--- src/sv/lfcd_pkg.sv ---
// Shared types and constants for the LUT file checker and decoder.
package lfcd_pkg;

    localparam int HEADER_BYTES  = 128;
    localparam int FRACTION_BITS = 16;

    localparam logic [31:0] FILE_MAGIC = 32'h4234_0299;

    localparam int CODE_W    = 10;
    localparam int INDEX_W   = 30;
    localparam int VALUE_W   = 17;
    localparam int STATUS_W  = 3;
    localparam int CODE_FULL = 1008;
    localparam int CODE_HALF = CODE_FULL / 2;

    // 1008 = 16 * 63: shift off the 16, multiply by a reciprocal of 63
    localparam int DIV_SH  = 4;
    localparam int DIV_ODD = CODE_FULL / (1 << DIV_SH);
    localparam int ODD_SH  = 6;

    localparam int NUM_W  = CODE_W + 1 + FRACTION_BITS;
    localparam int X_W    = NUM_W - DIV_SH;
    localparam int RSH    = X_W + ODD_SH;
    localparam int PROD_W = 2 * X_W + 1;
    localparam int Q_W    = PROD_W - RSH;
    localparam logic [X_W:0] RECIP =
        (X_W + 1)'(((64'd1 << RSH) + 64'(DIV_ODD - 1)) / 64'(DIV_ODD));

    localparam logic [STATUS_W-1:0] ST_OK        = 3'd0;
    localparam logic [STATUS_W-1:0] ST_BAD_MAGIC = 3'd1;
    localparam logic [STATUS_W-1:0] ST_HDR_SUM   = 3'd2;
    localparam logic [STATUS_W-1:0] ST_DATA_SUM  = 3'd3;
    localparam logic [STATUS_W-1:0] ST_TRUNC     = 3'd4;

    localparam logic KIND_ENTRY  = 1'b0;
    localparam logic KIND_STATUS = 1'b1;

    localparam int CMDQ_DEPTH = 4;
    localparam int CMDQ_AW    = $clog2(CMDQ_DEPTH);
    localparam int CMDQ_CW    = $clog2(CMDQ_DEPTH + 1);
    localparam int OUT_DEPTH  = 4;
    localparam int OUT_AW     = $clog2(OUT_DEPTH);
    localparam int OUT_CW     = $clog2(OUT_DEPTH + 1);

    typedef struct packed {
        logic                    has_entry;
        logic [INDEX_W-1:0]      index;
        logic [3*CODE_W-1:0]     word;
        logic                    has_status;
        logic [STATUS_W-1:0]     status;
    } t_cmd;

    typedef struct packed {
        logic                    kind;
        logic [INDEX_W-1:0]      index;
        logic [VALUE_W-1:0]      red;
        logic [VALUE_W-1:0]      green;
        logic [VALUE_W-1:0]      blue;
        logic [STATUS_W-1:0]     status;
        logic                    last;
    } t_res;

endpackage

--- src/sv/lfcd_front.sv ---
// Front end: parse header and data bytes, emit entry and status commands.
module lfcd_front
    import lfcd_pkg::*;
(
    input  logic        i_clk,
    input  logic        i_rst_n,
    input  logic        i_accept,
    input  logic [7:0]  i_data_byte,
    input  logic        i_start_of_file,
    input  logic        i_end_of_stream,
    output logic        o_cmd_push,
    output t_cmd        o_cmd
);

    typedef enum logic [3:0] {
        PH_IDLE   = 4'b0001,
        PH_HEADER = 4'b0010,
        PH_DATA   = 4'b0100,
        PH_DONE   = 4'b1000
    } t_phase;

    localparam logic [31:0] MAGIC_END = 32'd4;
    localparam logic [31:0] SUM_POS   = 32'd40;
    localparam logic [31:0] LEN_POS   = 32'd44;
    localparam logic [31:0] LEN_END   = 32'd48;
    localparam logic [31:0] HDR_LAST  = 32'(HEADER_BYTES - 1);

    t_phase              r_phase, n_phase;
    logic [31:0]         r_pos, n_pos;
    logic [7:0]          r_hsum, n_hsum;
    logic [31:0]         r_magic, n_magic;
    logic [31:0]         r_exp, n_exp;
    logic [31:0]         r_len, n_len;
    logic [31:0]         r_dsum, n_dsum;
    logic [23:0]         r_wa, n_wa;
    logic [INDEX_W-1:0]  r_ecnt, n_ecnt;

    logic                in_hdr, in_data;
    logic [31:0]         dsum_add;
    t_cmd                cmd;

    always_comb begin
        n_phase  = r_phase;
        n_pos    = r_pos;
        n_hsum   = r_hsum;
        n_magic  = r_magic;
        n_exp    = r_exp;
        n_len    = r_len;
        n_dsum   = r_dsum;
        n_wa     = r_wa;
        n_ecnt   = r_ecnt;
        cmd      = '0;
        in_hdr   = i_start_of_file || (r_phase == PH_HEADER);
        in_data  = !i_start_of_file && (r_phase == PH_DATA);
        dsum_add = r_dsum + 32'(i_data_byte);
        if (i_accept) begin
            if (i_start_of_file) begin
                n_phase = PH_HEADER;
                n_pos   = '0;
                n_hsum  = '0;
                n_magic = '0;
                n_exp   = '0;
                n_len   = '0;
                n_dsum  = '0;
                n_wa    = '0;
                n_ecnt  = '0;
            end
            if (in_hdr) begin
                if (i_start_of_file || (r_pos < HDR_LAST)) begin
                    n_hsum = n_hsum + i_data_byte;
                    if (n_pos < MAGIC_END) begin
                        n_magic = {i_data_byte, n_magic[31:8]};
                    end else if (n_pos >= SUM_POS && n_pos < LEN_POS) begin
                        n_exp = {i_data_byte, n_exp[31:8]};
                    end else if (n_pos >= LEN_POS && n_pos < LEN_END) begin
                        n_len = {i_data_byte, n_len[31:8]};
                    end
                    n_pos = n_pos + 32'd1;
                    if (i_end_of_stream) begin
                        cmd.has_status = 1'b1;
                        cmd.status     = ST_TRUNC;
                    end
                end else if (r_magic != FILE_MAGIC) begin
                    cmd.has_status = 1'b1;
                    cmd.status     = ST_BAD_MAGIC;
                end else if (r_hsum != i_data_byte) begin
                    cmd.has_status = 1'b1;
                    cmd.status     = ST_HDR_SUM;
                end else if (r_len == 32'd0) begin
                    cmd.has_status = 1'b1;
                    cmd.status     = (r_dsum == r_exp) ? ST_OK : ST_DATA_SUM;
                end else begin
                    n_phase = PH_DATA;
                    n_pos   = '0;
                    if (i_end_of_stream) begin
                        cmd.has_status = 1'b1;
                        cmd.status     = ST_TRUNC;
                    end
                end
            end else if (in_data) begin
                n_dsum = dsum_add;
                case (r_pos[1:0])
                    2'd0: begin
                        n_wa = {16'd0, i_data_byte};
                    end
                    2'd1: begin
                        n_wa = r_wa | {8'd0, i_data_byte, 8'd0};
                    end
                    2'd2: begin
                        n_wa = r_wa | {i_data_byte, 16'd0};
                    end
                    default: begin
                        cmd.has_entry = 1'b1;
                        cmd.index     = r_ecnt;
                        cmd.word      = {i_data_byte[5:0], r_wa};
                        n_ecnt        = r_ecnt + INDEX_W'(1);
                    end
                endcase
                if (r_pos == r_len - 32'd1) begin
                    cmd.has_status = 1'b1;
                    cmd.status     = (dsum_add == r_exp) ? ST_OK : ST_DATA_SUM;
                end else begin
                    n_pos = r_pos + 32'd1;
                    if (i_end_of_stream) begin
                        cmd.has_status = 1'b1;
                        cmd.status     = ST_TRUNC;
                    end
                end
            end
            if (cmd.has_status) begin
                n_phase = PH_DONE;
            end
        end
    end

    always_ff @(posedge i_clk) begin
        if (!i_rst_n) begin
            r_phase <= PH_IDLE;
            r_pos   <= '0;
            r_hsum  <= '0;
            r_magic <= '0;
            r_exp   <= '0;
            r_len   <= '0;
            r_dsum  <= '0;
            r_wa    <= '0;
            r_ecnt  <= '0;
        end else begin
            r_phase <= n_phase;
            r_pos   <= n_pos;
            r_hsum  <= n_hsum;
            r_magic <= n_magic;
            r_exp   <= n_exp;
            r_len   <= n_len;
            r_dsum  <= n_dsum;
            r_wa    <= n_wa;
            r_ecnt  <= n_ecnt;
        end
    end

    assign o_cmd_push = i_accept && (cmd.has_entry || cmd.has_status);
    assign o_cmd      = cmd;

endmodule

--- src/sv/lfcd_cmdq.sv ---
// Short command queue between the front end and the back end.
module lfcd_cmdq
    import lfcd_pkg::*;
(
    input  logic  i_clk,
    input  logic  i_rst_n,
    input  logic  i_push,
    input  t_cmd  i_cmd,
    output logic  o_full,
    input  logic  i_pop,
    output t_cmd  o_cmd,
    output logic  o_empty
);

    t_cmd                r_mem [CMDQ_DEPTH];
    logic [CMDQ_AW-1:0]  r_wp, r_rp;
    logic [CMDQ_CW-1:0]  r_cnt;

    always_ff @(posedge i_clk) begin
        if (i_push) begin
            r_mem[r_wp] <= i_cmd;
        end
    end

    always_ff @(posedge i_clk) begin
        if (!i_rst_n) begin
            r_wp  <= '0;
            r_rp  <= '0;
            r_cnt <= '0;
        end else begin
            if (i_push) begin
                r_wp <= r_wp + CMDQ_AW'(1);
            end
            if (i_pop) begin
                r_rp <= r_rp + CMDQ_AW'(1);
            end
            r_cnt <= r_cnt + CMDQ_CW'(i_push) - CMDQ_CW'(i_pop);
        end
    end

    assign o_full  = (r_cnt == CMDQ_CW'(CMDQ_DEPTH));
    assign o_empty = (r_cnt == '0);
    assign o_cmd   = r_mem[r_rp];

endmodule

--- src/sv/lfcd_back.sv ---
// Back end: split commands into results, scale codes, buffer result words.
module lfcd_back
    import lfcd_pkg::*;
(
    input  logic  i_clk,
    input  logic  i_rst_n,
    input  t_cmd  i_cmd,
    input  logic  i_cmd_empty,
    output logic  o_cmd_pop,
    input  logic  i_pop,
    output logic  o_empty,
    output t_res  o_res
);

    logic                r_ent_done;
    logic [OUT_CW-1:0]   r_used;

    logic                can, issue_ent, issue_st, out_pop;
    logic [CODE_W-1:0]   code [3];
    logic [NUM_W-1:0]    num  [3];
    logic [X_W-1:0]      x    [3];
    logic [PROD_W-1:0]   prod [3];

    logic                r_s1_v;
    t_res                r_s1_res;
    logic [X_W-1:0]      r_s1_x    [3];
    logic [PROD_W-1:0]   r_s1_prod [3];

    logic [Q_W-1:0]      q0  [3];
    logic [X_W-1:0]      rem [3];
    logic [Q_W-1:0]      q   [3];
    t_res                s2_res;

    t_res                r_mem [OUT_DEPTH];
    logic [OUT_AW-1:0]   r_wp, r_rp;
    logic [OUT_CW-1:0]   r_cnt;

    assign can       = !i_cmd_empty && (r_used < OUT_CW'(OUT_DEPTH));
    assign issue_ent = can && i_cmd.has_entry && !r_ent_done;
    assign issue_st  = can && !issue_ent;
    assign o_cmd_pop = issue_st || (issue_ent && !i_cmd.has_status);
    assign out_pop   = i_pop && !o_empty;

    always_comb begin
        for (int l = 0; l < 3; l++) begin
            code[l] = issue_ent ? i_cmd.word[l*CODE_W +: CODE_W] : '0;
            num[l]  = (NUM_W'(code[l]) << FRACTION_BITS) + NUM_W'(CODE_HALF);
            x[l]    = num[l][NUM_W-1:DIV_SH];
            prod[l] = PROD_W'(x[l]) * PROD_W'(RECIP);
        end
    end

    always_ff @(posedge i_clk) begin
        r_s1_res.kind   <= issue_ent ? KIND_ENTRY : KIND_STATUS;
        r_s1_res.index  <= issue_ent ? i_cmd.index : '0;
        r_s1_res.status <= issue_ent ? ST_OK : i_cmd.status;
        r_s1_res.last   <= !issue_ent;
        r_s1_res.red    <= '0;
        r_s1_res.green  <= '0;
        r_s1_res.blue   <= '0;
        r_s1_x          <= x;
        r_s1_prod       <= prod;
    end

    // correct the reciprocal estimate by one compare and add
    always_comb begin
        for (int l = 0; l < 3; l++) begin
            q0[l]  = r_s1_prod[l][PROD_W-1:RSH];
            rem[l] = r_s1_x[l] - ((X_W'(q0[l]) << ODD_SH) - X_W'(q0[l]));
            q[l]   = (rem[l] >= X_W'(DIV_ODD)) ? q0[l] + Q_W'(1) : q0[l];
        end
        s2_res       = r_s1_res;
        s2_res.red   = VALUE_W'(q[0]);
        s2_res.green = VALUE_W'(q[1]);
        s2_res.blue  = VALUE_W'(q[2]);
    end

    always_ff @(posedge i_clk) begin
        if (r_s1_v) begin
            r_mem[r_wp] <= s2_res;
        end
    end

    always_ff @(posedge i_clk) begin
        if (!i_rst_n) begin
            r_ent_done <= 1'b0;
            r_used     <= '0;
            r_s1_v     <= 1'b0;
            r_wp       <= '0;
            r_rp       <= '0;
            r_cnt      <= '0;
        end else begin
            if (issue_ent && i_cmd.has_status) begin
                r_ent_done <= 1'b1;
            end else if (issue_st) begin
                r_ent_done <= 1'b0;
            end
            r_used <= r_used + OUT_CW'(can) - OUT_CW'(out_pop);
            r_s1_v <= can;
            if (r_s1_v) begin
                r_wp <= r_wp + OUT_AW'(1);
            end
            if (out_pop) begin
                r_rp <= r_rp + OUT_AW'(1);
            end
            r_cnt <= r_cnt + OUT_CW'(r_s1_v) - OUT_CW'(out_pop);
        end
    end

    assign o_empty = (r_cnt == '0);
    assign o_res   = r_mem[r_rp];

endmodule

--- src/sv/lut_file_checker_decoder.sv ---
// Top level of the LUT file checker and decoder.
// Takes one file byte per cycle unless full; its result words pass the command queue, the
// back end's stage-one register and the result buffer. Sustained throughput is one byte and one
// result word per cycle while results are popped; an entry word comes before its status word.
// Synchronous active-low reset empties both queues and returns the parser to idle.
module lut_file_checker_decoder
    import lfcd_pkg::*;
(
    input  logic                i_clk,
    input  logic                i_rst_n,
    input  logic                push,
    output logic                full,
    input  logic [7:0]          i_data_byte,
    input  logic                i_start_of_file,
    input  logic                i_end_of_stream,
    input  logic                pop,
    output logic                empty,
    output logic                o_kind,
    output logic [INDEX_W-1:0]  o_entry_index,
    output logic [VALUE_W-1:0]  o_red_value,
    output logic [VALUE_W-1:0]  o_green_value,
    output logic [VALUE_W-1:0]  o_blue_value,
    output logic [STATUS_W-1:0] o_file_status,
    output logic                o_last_result
);

    logic  accept, cmd_push, cmd_pop, cmd_empty;
    t_cmd  cmd_in, cmd_out;
    t_res  res;

    assign accept = push && !full;

    lfcd_front u_front (
        .i_clk           (i_clk),
        .i_rst_n         (i_rst_n),
        .i_accept        (accept),
        .i_data_byte     (i_data_byte),
        .i_start_of_file (i_start_of_file),
        .i_end_of_stream (i_end_of_stream),
        .o_cmd_push      (cmd_push),
        .o_cmd           (cmd_in)
    );

    lfcd_cmdq u_cmdq (
        .i_clk   (i_clk),
        .i_rst_n (i_rst_n),
        .i_push  (cmd_push),
        .i_cmd   (cmd_in),
        .o_full  (full),
        .i_pop   (cmd_pop),
        .o_cmd   (cmd_out),
        .o_empty (cmd_empty)
    );

    lfcd_back u_back (
        .i_clk       (i_clk),
        .i_rst_n     (i_rst_n),
        .i_cmd       (cmd_out),
        .i_cmd_empty (cmd_empty),
        .o_cmd_pop   (cmd_pop),
        .i_pop       (pop),
        .o_empty     (empty),
        .o_res       (res)
    );

    assign o_kind        = res.kind;
    assign o_entry_index = res.index;
    assign o_red_value   = res.red;
    assign o_green_value = res.green;
    assign o_blue_value  = res.blue;
    assign o_file_status = res.status;
    assign o_last_result = res.last;

endmodule

--- config.mk ---
export PLATFORM = sky130hd
export DESIGN_NAME = lut_file_checker_decoder
export DESIGN_NICKNAME = d
export VERILOG_FILES = /design/src/sv/lfcd_pkg.sv /design/src/sv/lfcd_front.sv /design/src/sv/lfcd_cmdq.sv /design/src/sv/lfcd_back.sv /design/src/sv/lut_file_checker_decoder.sv
export SDC_FILE = /design/constraint.sdc
export NUM_CORES = 2
export LEC_CHECK = 0
export BUFFER_PORTS_ARGS = -buffer_cell sky130_fd_sc_hd__buf_2
export CORE_ASPECT_RATIO = 0.7
export CORE_MARGIN = 4
export CORE_UTILIZATION = 25
export DETAILED_ROUTE_END_ITERATION = 10
export GPL_ROUTABILITY_DRIVEN = 0
export PLACE_DENSITY = 0.44
export SYNTH_ARGS = -nofsm -noshare
export SYNTH_HDL_FRONTEND = slang
export SYNTH_SLANG_ARGS = --single-unit
--- constraint.sdc ---
create_clock -name i_clk -period 17.44 [get_ports i_clk]
set_clock_uncertainty 0.2 [all_clocks]
set_input_delay 4.36 -clock i_clk [delete_from_list [all_inputs] [get_ports i_clk]]
set_output_delay 4.36 -clock i_clk [all_outputs]
set_load 0.01 [all_outputs]
Word-level counts from Yosys, hierarchy flattened
Memories as Yosys holds them, arrays and structs flattened. A register that Yosys moved wholly into a read port is not among the register bits. Cells that the tools add are included.

Word-level logic and storage cells: 189. Memories: 2. RAM bits: 604. Flip-flop bits (word level): 490.

Multiply operators: 3. $add $sub $neg: 28. Equal/unequal tests: 10. $lt $le $gt $ge: 10. Muxes and demuxes: 77. Reductions and logical operators: 29. Bitwise gates (word level): 2.

Memory list: u_back.r_mem (depth 4, width 86, read ports 1, clocked after Yosys merged registers in 1, write ports 1, line lfcd_back.sv:34) `t_res r_mem [OUT_DEPTH];`; u_cmdq.r_mem (depth 4, width 65, read ports 1, clocked after Yosys merged registers in 1, write ports 1, line lfcd_cmdq.sv:15) `t_cmd r_mem [CMDQ_DEPTH];`.

Operators with widths (count): 32-bit two-way mux (27); 23-bit by 24-bit multiplier with 47-bit output (second input constant) (3); 65-bit two-way mux (2); 61-bit two-way mux (2); 30-bit two-way mux (4); 32-bit equality test (3); 26-bit by 9-bit adder with 27-bit output (second input constant) (3); 24-bit two-way mux (3); 24-bit one-hot mux with 3 select lines (1); 23-bit by 6-bit >= comparator with 1-bit output (second input constant) (3); 23-bit by 18-bit subtractor with 23-bit output (3); 23-bit subtractor (3); 32-bit by 1-bit adder with 32-bit output (second input constant) (2); 32-bit by 6-bit >= comparator with 1-bit output (second input constant) (2); 32-bit by 6-bit less-than comparator with 1-bit output (second input constant) (2); 4-bit two-way mux (15); 17-bit by 1-bit adder with 17-bit output (second input constant) (3); 17-bit two-way mux (3); 32-bit by 8-bit adder with 32-bit output (1); 32-bit logical NOT (1); 32-bit by 3-bit less-than comparator with 1-bit output (second input constant) (1); 32-bit by 7-bit less-than comparator with 1-bit output (second input constant) (1); 8-bit two-way mux (4); 32-bit by 31-bit != test with 1-bit output (second input constant) (1); other kinds (25) (66).

Longest topological paths before layout
Word-level depth: 13. Depth in mapped cells: 26. Gate-level depth less buffers: 23.

By module
From an unflattened synthesis, not the netlist that was laid out.

Cells, all modules: 4310. Area, all modules: 50145.6 um^2.

Modules (own cells, without submodules): lfcd_back (times used 1, area each 26693.1 um^2, cells each 2131); lfcd_front (times used 1, area each 13571.8 um^2, cells each 1796); lfcd_cmdq (times used 1, area each 9867.0 um^2, cells each 382); lut_file_checker_decoder (times used 1, area each 13.8 um^2, cells each 1).

Worst setup path before layout
Ideal clock, no wire load.

Path type: input to register. Start: input i_data_byte[7]. End: memory u_cmdq.r_mem[0][0] in the netlist's numbering (enable). Setup time: 0.496 ns. Stages on the path: 11. Arrival time: 8.621 ns. Required time: 16.744 ns. Slack: 8.123 ns. Path buffers: 1. Path through: clkbuf_1 -> xnor2_1 -> nand4_1 -> nor2_1 -> nand2_1 -> o21ai_0 -> a21oi_1 -> nand4_1 -> nand2_1 -> nor2_1 -> nor2b_1.

RTL lines: start, declared (line lut_file_checker_decoder.sv:13) `input logic [7:0] i_data_byte,`; end, declared (line lfcd_cmdq.sv:15).

==> reports/qor.csv <==
stage,metric,value,unit
outcome,run_status,"complete, no violations",
synthesis,asyncSetResetFlopFracSynth,0,%
cts,clk_root_buffer_cell,sky130_fd_sc_hd__clkbuf_16,
synthesis,main_combinational_cell_family_by_area_after_synthesis,simple AND/OR/NAND/NOR gates,
final_layout,final_area,0.05748,mm2
floorplanning,die-width,546.6,um
synthesis,ys_ff_latch,964,
floorplanning,core_region_area,0.2020,mm2
route,post-route-drc-count,0,
synthesis,postSynthAreaPerCell,11.32,um2
route,vias_per_cell,4.825,
cts,post_cts.resized_instances,0,
cts,post-cts-setup-buffers,0,
critical_path,critical-path-top-cell-by-count,sky130_fd_sc_hd__nor2_1,
final_layout,fillerInstances,20850,
route,detail_route.wl_per_cell,18.81,um
critical_path,timing.critical_path.slowest_stage_cell,sky130_fd_sc_hd__nor2_1,
synthesis,synth-warning-count,0,
pwr,power_frac_comb,44.4,%
synthesis,synth-edff-count,600,
floorplanning,floorplan.io_pins,102,
route,antenna_violating_nets_post_route,0,
synthesis,synth.net_count,4917,
sta,final_period_util,47.69,%
critical_path,crit_path_start_kind,input port,
global_routing,maximum_number_of_pins_on_one_net_before_global_route_repair,81,
final_layout,layout.cells.non_filler,7241,
final_layout,layout.nets,4927,
cts,clock_tree_from_tritoncts,built,
synthesis,yosys.cell_types.count,93,
placement,dpl.cell_count,7048,
final_layout,multi_input_comb_area,0.02361,mm2
cts,holdBufCountCts,0,
critical_path,worst-path-buf-inv,3,
cts,worstSkewPairLatency,0.70,ns
critical_path,cp_data_arrival_time,8.67,ns
sta,number_of_hold_violations_in_the_final_report,0,
synthesis,synth_ff_type,sky130_fd_sc_hd__edfxtp_1,
floorplanning,initial_utilization,25.12,%
pwr,power_density,162.6,mW/mm2
pwr,irDropWorstVdd,0.09123,mV
critical_path,timing.critical_path.max_delay_family,simple AND/OR/NAND/NOR gates,
cts,cts_max_path_buffers,3,
pwr,power.share.clock,23.7,%
route,finalWirelength,136.2,mm
synthesis,synth_area,0.05076,mm2
route,detailedRoute.firstIterationViolations,2568,
sta,fin_hold_ws,0.2657,ns
sta,finalMaxSlewViolations,0,
sta,setup_repair_after_global_routing_missed_its_margin,false,
pwr,total_power,9348,uW
cts,htreeDepth,3,
sta,fmax,0.1202,GHz
placement,post_detailed_placement_cell_area,0.05407,mm2
critical_path,timing.critical_path.fanout_max,9,
final_layout,register_area,0.02532,mm2
floorplanning,placement_rows,138,
critical_path,worstPathCellList,buf_2 -> xnor2_1 -> nand4_1 -> nor2_1 -> nand2_1 -> o21ai_0 -> a21oi_1 -> a22oi_1 -> nand2_1 -> nor2_1 -> ha_1 -> inv_1 -> ha_1 -> inv_1 -> fa_1 -> xor2_1 -> xnor2_1 -> nor2_1,
cts,clk_pin_slew,0.06,ns
pwr,internal-power,5695,uW
cts,cts_sinks,964,
pwr,seq_power_share,31.9,%
pwr,power.net_switching,3653,uW
placement,detailed_place_hpwl,94.37,mm
floorplanning,dieHeight,385.0,um
synthesis,seq_area_frac_synth,49.85,%
pwr,switching_part_of_the_total_power,39.08,%
synthesis,synthCells,4483,
route,via_count_of_the_routed_design,34940,
sta,report.final.setup_viol,0,
hold_path,hp-class,reg -> reg,
route,firstDrtPassIters,5,
global_routing,globalRouteOverflowTotal,0,
synthesis,post_synth_mux_area_share,7.210,%
final_layout,area_growth,13.25,%
placement,numPortBuffers,101,
floorplanning,floorplan_die_area,0.2104,mm2
sta,finalSetupTns,0,ns
synthesis,synth_compound_gate_area_share,11.18,%
synthesis,simple_logic_cell_fraction_of_the_synthesized_area,13.60,%
global_routing,antenna_violations_before_repair,4,
global_routing,grt_first_pass_wirelength,211.1,mm
sta,tightest_slew_margin_relative_to_the_limit,19.47,%
synthesis,synth_xor_xnor_area_share,3.641,%
sta,min_period,8.317,ns
pwr,power.leakage,0.02108,uW
critical_path,end_kind,register,
sta,worst-slew-pin-transition,1.198,ns
critical_path,critical_path_class,in -> reg,
cts,cts_inserted_buffers,103,
run,max_cap_viol_count,0,
global_routing,global_route.usage.total,12.71,%
final_layout,final_layout_size_suffix_gt1_share,11.27,%
global_routing,grt_pass1_vias,34010,
synthesis,synth-adder-area-share,10.69,%
critical_path,required,17.79,ns
critical_path,timing.critical_path.slowest_cell_delay,0.81,ns
==> cell type report <==
class                   count  area share [%]
flip-flops and latches    964           44.05
multi-input cells        3018           41.08
well taps                2660           5.790
clock buffers             123           4.724
inverters                 263           1.726
repair buffers            143           1.428
clock inverters            68           1.193
diodes                      2        0.008707
==> routing by layer <==
layer | GRT usage [%] | part of all wire, % | vias to the layer above | wire (um)
met5 | 0 | 0 | - | 0
met4 | 2.786 | 2.0 | 0 | 2699
met3 | 1.871 | 4.8 | 158 | 6564
met2 | 18.89 | 42 | 759 | 57620
met1 | 19.32 | 51 | 17210 | 69290
li1 | - | - | 16810 | -
==> final timing paths <==
path | from | end | slack (ns) | cells after the start
worst max register to register | register | u_back.q0[34] | 10.41 | 22
worst min register to register | u_front.r_phase[0] | u_front.r_phase[0] | 0.27 | 2
worst max-delay path | i_data_byte[7] | u_cmdq.r_cnt[2] | 9.12 | 18
worst min-delay path | u_front.r_phase[0] | u_front.r_phase[0] | 0.27 | 2
==> cells in the final DEF, fill, tap and decap left out, types with 109 or more instances in the layout <==
cell type                  netlist  final
sky130_fd_sc_hd__edfxtp_1      600    600
sky130_fd_sc_hd__ha_1          397    397
sky130_fd_sc_hd__nor2_1        377    376
sky130_fd_sc_hd__dfxtp_1       364    360
sky130_fd_sc_hd__inv_1         261    261
sky130_fd_sc_hd__a21oi_1       245    245
sky130_fd_sc_hd__nand2_1       202    202
sky130_fd_sc_hd__xnor2_1       146    146
sky130_fd_sc_hd__mux4_2        143    143
sky130_fd_sc_hd__nand3_1       130    130
sky130_fd_sc_hd__o21ai_0       131    129
sky130_fd_sc_hd__and3_1        110    109
==> power groups by stage <==
stage	Combinational, uW	Clock [uW]	Sequential, uW
6_report	4150	2220	2980
5_1_grt	4710	2390	3020
4_1_cts	4190	2290	2990
3_5_place_dp	4160	0	3040
3_3_place_gp	4170	0	3030
2_1_floorplan	3060	0	2910
==> per-stage QoR <==
stage / setup slack, ns / util, %
after floorplan: 8.123 / -
after global routing: 8.816 / 28.45
after detailed placement: 8.359 / 26.77
after global placement: 8.361 / 26.77
final: 9.123 / 28.45
after CTS: 9.026 / 28.45
==> kinds of logic after synthesis <==
group	count (synthesis)
adder cells (fa/ha/maj)	420
XOR/XNOR	211
flip-flops	964
buffers and inverters	501
AO/OA/AOI/OAI	857
multiplexers	186
AND/OR/NAND/NOR	1344
==> sequential cells by signal, summed over array words and instances (netlist names), 4 cells and up, named ones only <==
name,count
u_front.r_magic,32
u_front.r_pos,32
u_front.r_len,32
u_back.q0,51
u_front.r_ecnt,30
u_front.r_exp,32
u_front.r_hsum,8
u_back.r_mem,340
u_front.r_wa,24
u_cmdq.r_mem,260
u_front.r_dsum,32
u_front.r_phase,4
u_back.r_s1_x,30
u_back.r_s1_res,34
==> tightest hold or removal path: cells and delay by family, from the launching register on <==
kind             cells  cell delay (ns)
flip-flops           1             0.32
AND/OR/NAND/NOR      2             0.10
==> synthesized netlist by cell type, types with 10 or more instances <==
master / count / share of area [%]
sky130_fd_sc_hd__nor2b_1: 35 / 0.43
sky130_fd_sc_hd__a211o_1: 15 / 0.26
sky130_fd_sc_hd__o31ai_1: 25 / 0.37
sky130_fd_sc_hd__o21ai_0: 131 / 1.3
sky130_fd_sc_hd__buf_1: 27 / 0.20
sky130_fd_sc_hd__and2_1: 88 / 1.1
sky130_fd_sc_hd__inv_1: 261 / 1.9
sky130_fd_sc_hd__a211oi_1: 39 / 0.58
sky130_fd_sc_hd__o22ai_1: 11 / 0.14
sky130_fd_sc_hd__nand3_1: 130 / 1.3
sky130_fd_sc_hd__a41oi_1: 12 / 0.21
sky130_fd_sc_hd__o21bai_1: 17 / 0.25
sky130_fd_sc_hd__a21o_1: 37 / 0.55
sky130_fd_sc_hd__nor2_1: 377 / 2.8
sky130_fd_sc_hd__nand2b_1: 33 / 0.41
sky130_fd_sc_hd__o2111ai_1: 22 / 0.38
sky130_fd_sc_hd__clkbuf_1: 194 / 1.4
sky130_fd_sc_hd__mux2i_1: 36 / 0.71
sky130_fd_sc_hd__o211ai_1: 26 / 0.38
sky130_fd_sc_hd__nor4_1: 49 / 0.60
sky130_fd_sc_hd__edfxtp_1: 600 / 35
sky130_fd_sc_hd__xor2_1: 65 / 1.1
sky130_fd_sc_hd__or3_1: 32 / 0.39
sky130_fd_sc_hd__a21oi_1: 245 / 2.4
sky130_fd_sc_hd__or4_1: 23 / 0.34
sky130_fd_sc_hd__a31oi_1: 39 / 0.48
sky130_fd_sc_hd__dfxtp_1: 364 / 14
sky130_fd_sc_hd__mux4_2: 143 / 6.3
sky130_fd_sc_hd__nor4b_1: 13 / 0.22
sky130_fd_sc_hd__nor3_1: 106 / 1.0
sky130_fd_sc_hd__o41ai_1: 12 / 0.21
sky130_fd_sc_hd__o21a_1: 26 / 0.38
sky130_fd_sc_hd__fa_1: 23 / 0.91
sky130_fd_sc_hd__nor3b_1: 34 / 0.50
sky130_fd_sc_hd__or2_2: 13 / 0.16
sky130_fd_sc_hd__ha_1: 397 / 9.8
sky130_fd_sc_hd__a21boi_0: 10 / 0.15
sky130_fd_sc_hd__nand2_1: 202 / 1.5
sky130_fd_sc_hd__and3_1: 110 / 1.4
sky130_fd_sc_hd__a2111oi_0: 19 / 0.33
sky130_fd_sc_hd__xnor2_1: 146 / 2.5
sky130_fd_sc_hd__a22oi_1: 81 / 1.2
sky130_fd_sc_hd__nand4_1: 61 / 0.75
Note: power is estimated with default switching activity, not from simulation.
